[src/mcrs_pkg.sv]
// ----------------------------------------------------------------------------
// mcrs_pkg
// Shared constants, request codes and state types of the ring store unit.
// ----------------------------------------------------------------------------
package mcrs_pkg;

   localparam int MAX_CHAINS  = 16;
   localparam int MAX_SLOTS   = 64;
   localparam int DATA_WIDTH  = 32;

   localparam int CHAIN_W     = $clog2(MAX_CHAINS);      // chain index bits
   localparam int SLOT_W      = $clog2(MAX_SLOTS);       // slot pointer bits
   localparam int LEN_W       = 7;                       // chain_length register
   localparam int CNT_W       = 5;                       // chain_count register
   localparam int STORE_DEPTH = MAX_CHAINS * MAX_SLOTS;
   localparam int STORE_AW    = $clog2(STORE_DEPTH);
   localparam int CSR_IDX_W   = 2;
   localparam int CSR_DATA_W  = 8;
   localparam int REQ_DATA_W  = 48;                      // 42 field bits padded
   localparam int RSP_DATA_W  = 48;                      // 42 field bits padded
   localparam int STATUS_W    = 2;

   localparam logic [LEN_W-1:0] RESET_CHAIN_LENGTH = LEN_W'(20);
   localparam logic [CNT_W-1:0] RESET_CHAIN_COUNT  = CNT_W'(1);

   // Request kinds; codes 6 and 7 are unused.
   typedef enum logic [2:0] {
      REQ_ADD       = 3'd0,
      REQ_REMOVE    = 3'd1,
      REQ_CLEAR     = 3'd2,
      REQ_UPDATE    = 3'd3,
      REQ_READ      = 3'd4,
      REQ_CLEAR_ALL = 3'd5
   } req_kind_type;

   typedef enum logic [STATUS_W-1:0] {
      STAT_OK        = 2'd0,
      STAT_BAD_CHAIN = 2'd1,
      STAT_EMPTY     = 2'd2
   } status_type;

   typedef enum logic [CSR_IDX_W-1:0] {
      CSR_CHAIN_LENGTH = 2'd0,
      CSR_CHAIN_COUNT  = 2'd1
   } csr_index_type;

   typedef enum logic [2:0] {
      ST_CLEAR,
      ST_IDLE,
      ST_EXEC,
      ST_MOD,
      ST_DONE
   } state_type;

endpackage

[src/mcrs_mod_unit.sv]
// ----------------------------------------------------------------------------
// mcrs_mod_unit
// Restoring modulo of a 7-bit sum by the chain length, one bit per cycle.
// ----------------------------------------------------------------------------
module mcrs_mod_unit (
   input  logic                         clock,
   input  logic                         reset,
   input  logic                         start,
   input  logic [mcrs_pkg::LEN_W-1:0]   dividend,
   input  logic [mcrs_pkg::LEN_W-1:0]   divisor,
   output logic                         done,
   output logic [mcrs_pkg::SLOT_W-1:0]  remainder
);
   import mcrs_pkg::*;

   localparam int STEPS  = LEN_W;
   localparam int STEP_W = $clog2(STEPS);
   localparam int WIDE_W = LEN_W + STEPS - 1;

   logic                busy_ff, busy_in;
   logic                done_ff, done_in;
   logic [STEP_W-1:0]   step_ff, step_in;
   logic [LEN_W-1:0]    rem_ff, rem_in;
   logic [LEN_W-1:0]    div_ff, div_in;
   logic [WIDE_W-1:0]   shifted;

   always_comb begin
      busy_in = busy_ff;
      done_in = 1'b0;
      step_in = step_ff;
      rem_in  = rem_ff;
      div_in  = div_ff;
      shifted = WIDE_W'(div_ff) << step_ff;
      if (start) begin
         busy_in = 1'b1;
         step_in = STEP_W'(STEPS - 1);
         rem_in  = dividend;
         div_in  = divisor;
      end else if (busy_ff) begin
         // Subtract divisor * 2^step whenever it still fits.
         if (WIDE_W'(rem_ff) >= shifted) begin
            rem_in = rem_ff - shifted[LEN_W-1:0];
         end
         if (step_ff == '0) begin
            busy_in = 1'b0;
            done_in = 1'b1;
         end else begin
            step_in = step_ff - STEP_W'(1);
         end
      end
   end

   always_ff @(posedge clock) begin
      if (reset) begin
         busy_ff <= 1'b0;
         done_ff <= 1'b0;
      end else begin
         busy_ff <= busy_in;
         done_ff <= done_in;
      end
   end

   always_ff @(posedge clock) begin
      step_ff <= step_in;
      rem_ff  <= rem_in;
      div_ff  <= div_in;
   end

   assign done      = done_ff;
   assign remainder = rem_ff[SLOT_W-1:0];

endmodule

[config.mk]
export PLATFORM = sky130hd
export DESIGN_NAME = mcrs_mod_unit
export DESIGN_NICKNAME = d
export VERILOG_FILES = /design/src/mcrs_pkg.sv /design/src/mcrs_mod_unit.sv
export SDC_FILE = /design/constraint.sdc
export NUM_CORES = 1
export LEC_CHECK = 0
export ABC_AREA = 1
export BUFFER_PORTS_ARGS = -buffer_cell sky130_fd_sc_hd__buf_2
export CAP_MARGIN = 10
export CORE_ASPECT_RATIO = 1.25
export CORE_MARGIN = 2
export CORE_UTILIZATION = 50
export DETAILED_ROUTE_END_ITERATION = 16
export PLACE_DENSITY = 0.74
export RECOVER_POWER = 50
export SYNTH_ARGS = -nofsm -noshare
export SYNTH_HDL_FRONTEND = slang
export SYNTH_SLANG_ARGS = --single-unit
export TNS_END_PERCENT = 1
[constraint.sdc]
create_clock -name clock -period 2.3 [get_ports clock]
set_clock_uncertainty 0.15 [all_clocks]
set_input_delay 0.46 -clock clock [delete_from_list [all_inputs] [get_ports clock]]
set_output_delay 0.46 -clock clock [all_outputs]
set_load 0.02 [all_outputs]
==> flow_summary.yaml, run 1 <==
sta:
  hold_viol: 0
  grt_setup_unrepaired: "yes"
  fin_hold_ws_ns: 0.147
  worst_pin_slew_ns: 0.395
  min_period_over_period_pct: 100
  slew_violations: 0
  setup_viol: 7
  fin_crit_ns: 2.31
  clock.fmax_ghz: 0.433
  slew-limit-headroom_pct: 73.7
  fin_ws_ns: -0.0101
status:
  status: "complete, but fails checks"
  violations: "setup timing"
route:
  ant_nets: 0
  drt_first_pass_iters: 4
  wl_per_cell_um: 13.1
  drtIter0Drc: 22
  avgViaCountPerCell: 5.28
  vias: 1226
  drc: 0
  routed_wl_um: 3050
place:
  preCtsSetupSlack_ns: -0.137
  io_buffers: 23
  dp.cells: 226
  place_congestion: 0.966
  dp_hpwl_um: 2290
layout:
  area_growth_pct: 22.9
  mostFrequentLayoutCells: "46 x nand2_1, 23 x buf_2, 14 x edfxtp_1, 14 x buf_4, 13 x inv_1"
  layout.nets: 226
  final_util_pct: 63.1
  fin_cells: 232
  antenna_cells: 0
  final_layout_size_suffix_gt1_share_pct: 35.4
  mostFrequentLayoutCell: "nand2_1"
die:
  die_x_um: 50.5
  core_mm2: 0.00263
  dieHeight_um: 62.1
  start_util_pct: 51.4
  dieArea_mm2: 0.00313
  ioPinCount: 24
  num_rows: 21
grt:
  grt_overflow: 0
  grt_pass1_wl_um: 4550
  grt_antenna_before_repair: 0
  grt_max_degree: 22
  grt_pass1_vias: 1106
  grtUsageMet3_pct: 2.15
  grt_usage_pct: 20.2
  use_met2_pct: 40.0
  top_usage_layer: "met2"
  grt_use_met1_pct: 19.3
yosys:
  synth_cell_type_count: 32
  synthCells: 166
  avgSynthCellArea_um2: 8.13
  synth-seq-area-share_pct: 38.6
  synth-seq-cells: 19
  synth_fp_nets: 193
  yosysWarnings: 0
  syn_area_mm2: 0.00135
worst_hold_path:
  hp-start: "reset"
  worstHoldPathCells: 2
  hold-path-endpoint: "busy_ff"
  hp-class: "input pin to flop"
cts:
  cts_root_buf: "clkbuf_4"
  cts_tree: "built"
  clk_pin_slew_ns: 0.12
  cts_buffer_depth: 2
  clock_latency_ns: 0.32
  clock-sinks: 19
  ctsHtreeMaxLevel: 1
  cts_inserted_buffers: 3
setup_path:
  crit_fanout: 8
  rr_endpoint: "rem_ff[4]"
  worstSetupPathType: "flop to flop"
  cpPeakStageDelay_ns: 0.45
  cp-start-kind: "flop"
  crit_path_top_delay_cell: "dfxtp_4"
  cp.required_ns: 2.19
  crit_arrival_ns: 2.20
  timing.rr.start: "step_ff[0]"
  cpMostUsedCell: "nand2_1"
  crit_chain: "buf_6 > nand2_2 > nand3_2 > nand2_1 > nor2_1 > a31oi_1 > ha_1 > nand2_1 > nand3b_1 > nand2_1 > nor2_2 > nand2_1 > nand3_2 > nand2_4"
  r2r_slack_ns: -0.01
  critPathCaptureType: "flop"
  r2r_cells: 14
power_and_ir_drop:
  leakagePower_nw: 0.781
  power_mw: 1.08
  vdd_drop_max_mv: 0.439
  power_density_mw_per_mm2: 652
job:
  maxCapViolCount: 0
## cells by family after synthesis
group,synth area share (%)
adder cells (fa/ha/maj),9.82
AO/OA/AOI/OAI,8.80
flip-flops,38.6
buffers and inverters,11.4
XOR/XNOR,2.60
AND/OR/NAND/NOR,28.8
## registers in the layout, indices dropped and copies added, names as in the netlist
name	flops
div_ff	7
rem_ff	7
step_ff	3
busy_ff	1
done	1
## layout make-up
| class | instances | area, µm² |
|---|---|---|
| timing repair inverter | 1 | 6.26 |
| clock inverter | 1 | 5.00 |
| tap | 34 | 42.5 |
| timing repair buffer | 38 | 231 |
| clock buffer | 3 | 22.5 |
| inverter | 16 | 67.6 |
| sequential | 19 | 524 |
| multi-input combinational | 120 | 759 |
| fill | 216 | 968 |
## how the worst max path moves through the flow
stage                           end  cells after the start  slack (ns)  startpoint
final                     rem_ff[4]                     14       -0.01  step_ff[0]
after global routing      rem_ff[4]                     16       -0.17  step_ff[0]
after CTS                 rem_ff[4]                     16       0.005  step_ff[0]
after detailed placement  rem_ff[6]                     15       -0.14  step_ff[0]
after global placement    rem_ff[4]                     13       -0.14  step_ff[0]
after floorplan           rem_ff[0]                     18       -0.01  step_ff[0]
## metrics by stage
| step | instance area (µm²) | setup TNS (ns) |
|---|---|---|
| 2_1_floorplan | 1350 | -0.0672 |
| 3_3_place_gp | 1520 | -0.472 |
| 3_5_place_dp | 1520 | -1.12 |
| 4_1_cts | 1590 | 0 |
| 5_1_grt | 1660 | -1.29 |
| 6_report | 1660 | -0.0311 |
## layer usage
metal,vias up,share of wire [%]
li1,613,-
met1,567,37
met2,30,55
met3,16,2.5
met4,0,5.5
met5,-,0
## report_power, final
part	switching [mW]	internal, mW
clock	0.119	0.0652
sequential	0.0316	0.411
combinational	0.252	0.203
total	0.403	0.678
## worst max-delay path, delay by kind of cell (launching register included)
kind                     cells  cell delay [ns]
adder cells (fa/ha/maj)      1             0.34
buffers and inverters        1             0.12
AO/OA/AOI/OAI                1             0.06
flip-flops                   1             0.45
AND/OR/NAND/NOR             11             0.88
## what timing repair did
action	4_1_cts	5_1_grt
pin swaps	1	9
hold buffers	0	0
cloned	0	1
setup buffers	0	1
resized for setup	9	12
setup endpoints to repair	9	10
## Yosys cell counts (all sizes together)
| library cell | instances | area share (%) |
|---|---|---|
| o21bai | 1 | 0.56 |
| dfxtp | 5 | 7.4 |
| inv | 16 | 4.6 |
| a31oi | 3 | 1.4 |
| buf | 10 | 6.5 |
| clkbuf | 1 | 0.28 |
| ha | 9 | 8.3 |
| nor2 | 8 | 2.4 |
| o31ai | 1 | 0.56 |
| nor3 | 2 | 0.74 |
| edfxtp | 14 | 31 |
| fa | 1 | 1.5 |
| o21ai | 8 | 3.0 |
| o211ai | 1 | 0.56 |
| nand3 | 17 | 7.0 |
| o21a | 1 | 0.56 |
| a21oi | 6 | 2.2 |
| nand3b | 1 | 0.56 |
| nand4 | 3 | 1.4 |
| xor2 | 3 | 1.9 |
| nand2 | 54 | 17 |
| xnor2 | 1 | 0.65 |
Power figures use the tool's default switching activity.
==> run 2, diff against run 1 <==
--- a/config.mk
+++ b/config.mk
@@ -8,9 +8,11 @@
 export ABC_AREA = 1
 export BUFFER_PORTS_ARGS = -buffer_cell sky130_fd_sc_hd__buf_2
 export CAP_MARGIN = 10
+export CELL_PAD_IN_SITES_DETAIL_PLACEMENT = 0
+export CELL_PAD_IN_SITES_GLOBAL_PLACEMENT = 2
 export CORE_ASPECT_RATIO = 1.25
 export CORE_MARGIN = 2
-export CORE_UTILIZATION = 50
+export CORE_UTILIZATION = 29
 export DETAILED_ROUTE_END_ITERATION = 16
 export PLACE_DENSITY = 0.74
 export RECOVER_POWER = 50
==> flow_summary.yaml, run 2 (same netlist as run 1, synthesis figures left out) <==
status:
  status: "complete, no violations"
sta:
  slew-limit-headroom_pct: 73.6
  clock.fmax_ghz: 0.435
  min_period_over_period_pct: 99.9
  fin_crit_ns: 2.30
  worst_pin_slew_ns: 0.396
  grt_setup_unrepaired: "yes"
  setup_viol: 0
  slew_violations: 0
  hold_viol: 0
cts:
  ctsHtreeMaxLevel: 1
  clock-sinks: 19
  clock_latency_ns: 0.25
  cts_root_buf: "clkbuf_8"
  cts_buffer_depth: 2
  cts_tree: "built"
  cts_inserted_buffers: 3
  cts_hold_buffers: 0
  clk_pin_slew_ns: 0.07
die:
  die_x_um: 65.0
  dieArea_mm2: 0.00522
  ioPinCount: 24
  num_rows: 27
  dieHeight_um: 80.3
  start_util_pct: 30.3
  core_mm2: 0.00446
setup_path:
  critPathCaptureType: "flop"
  worstSetupPathType: "flop to flop"
  crit_arrival_ns: 2.11
  crit_fanout: 7
  cp.required_ns: 2.11
  cp-start-kind: "flop"
grt:
  grt_usage_pct: 14.4
  grt_max_degree: 22
  grt_pass1_vias: 1272
  grt_antenna_before_repair: 0
  grt_pass1_wl_um: 5860
  grt_overflow: 0
power_and_ir_drop:
  power_density_mw_per_mm2: 648
  leakagePower_nw: 0.861
  vdd_drop_max_mv: 0.299
route:
  drc: 0
  drtIter0Drc: 36
  ant_nets: 0
  wl_per_cell_um: 12.7
  avgViaCountPerCell: 4.55
  vias: 1229
  drt_first_pass_iters: 4
  routed_wl_um: 3440
layout:
  fin_area_mm2: 0.00188
  final_util_pct: 42.1
  fill_cells: 471
  antenna_cells: 0
  area_growth_pct: 39.1
  mostFrequentLayoutCell: "nand2_1"
  largestRegisters: "div_ff (7), rem_ff (7), step_ff (3)"
  mostFrequentLayoutCells: "42 x nand2_1, 28 x buf_4, 23 x buf_2"
  final_layout_size_suffix_gt1_share_pct: 45.3
  layout.nets: 240
place:
  placed_area_mm2: 0.00165
  dp_hpwl_um: 2650
  io_buffers: 23
  place_congestion: 0.816
worst_hold_path:
  hp-class: "input pin to flop"
job:
  maxCapViolCount: 0
[run 2: changes by cell type in the layout (fill, tap and decap cells not counted), moves of 4 or more]
cell     previous run  this run
buf_4              14        28
inv_1              13         9
inv_2               2         6
nand2_1            46        42
nand3_1            12         8
nand3_2             5         9
[run 2: path summary, 6_finish.rpt]
check,cells past startpoint,end,startpoint,slack (ns)
setup / recovery,14,rem_ff[6],step_ff[0],0.001
setup reg to reg,14,rem_ff[6],step_ff[0],0.001
hold reg to reg,2,done,busy_ff,0.34
hold / removal,2,busy_ff,reset,0.22
[run 2: what timing repair did]
action	4_1_cts	5_1_grt
buffers inserted	2	0
setup endpoints to repair	10	10
cloned	1	0
resized for setup	18	23
pin swaps	8	8
[run 2: stage by stage]
stage	power, mW	instances	hold slack [ns]	setup TNS (ns)	worst slack [ns]
6_report	1.22	270	0.220	0	0.00136
5_1_grt	1.32	270	0.213	-1.01	-0.139
4_1_cts	1.19	270	0.208	0	0.00295
3_5_place_dp	0.909	263	0.328	-1.85	-0.215
3_3_place_gp	0.904	263	0.327	-1.29	-0.144
2_1_floorplan	0.737	166	0.287	-0.0672	-0.00959
[run 2: critical path: stages (launching register included)]
cell and delay [ns]:
dfxtp_4 0.42, buf_6 0.13, nand2_2 0.06, nand3_1 0.08, nand2_1 0.07, nor2_1 0.08, a31oi_1 0.05, ha_1 0.32
nand2_1 0.05, nand3b_1 0.14, nand2_1 0.07, nor2_1 0.04, nand2_1 0.08, nand3_2 0.10, nand2_4 0.15
[run 2: metal layers]
layer | wire [µm] | track usage (%) | vias up
met4 | 29 | 5.00 | 0
met5 | 0 | 0 | -
met1 | 1540 | 17.2 | 568
met2 | 1790 | 26.5 | 17
met3 | 85 | 1.82 | 2
li1 | - | - | 642
[run 2: final cells by class]
cell class / instances / area [µm²] / area share (%)
Clock buffer: 4 / 45.0 / 2.40
Inverter: 16 / 65.1 / 3.46
Multi-Input combinational cell: 120 / 828 / 44.1
Sequential cell: 19 / 524 / 27.9
Tap cell: 58 / 72.6 / 3.86
Timing Repair Buffer: 52 / 337 / 17.9
Timing Repair inverter: 1 / 6.26 / 0.333
[run 2: report_power, final]
| group | internal (mW) | switching [mW] | total (mW) | leakage (nW) |
|---|---|---|---|---|
| Clock | 0.123 | 0.110 | 0.233 | 0.0228 |
| Combinational | 0.265 | 0.275 | 0.540 | 0.658 |
| Sequential | 0.411 | 0.0325 | 0.443 | 0.180 |
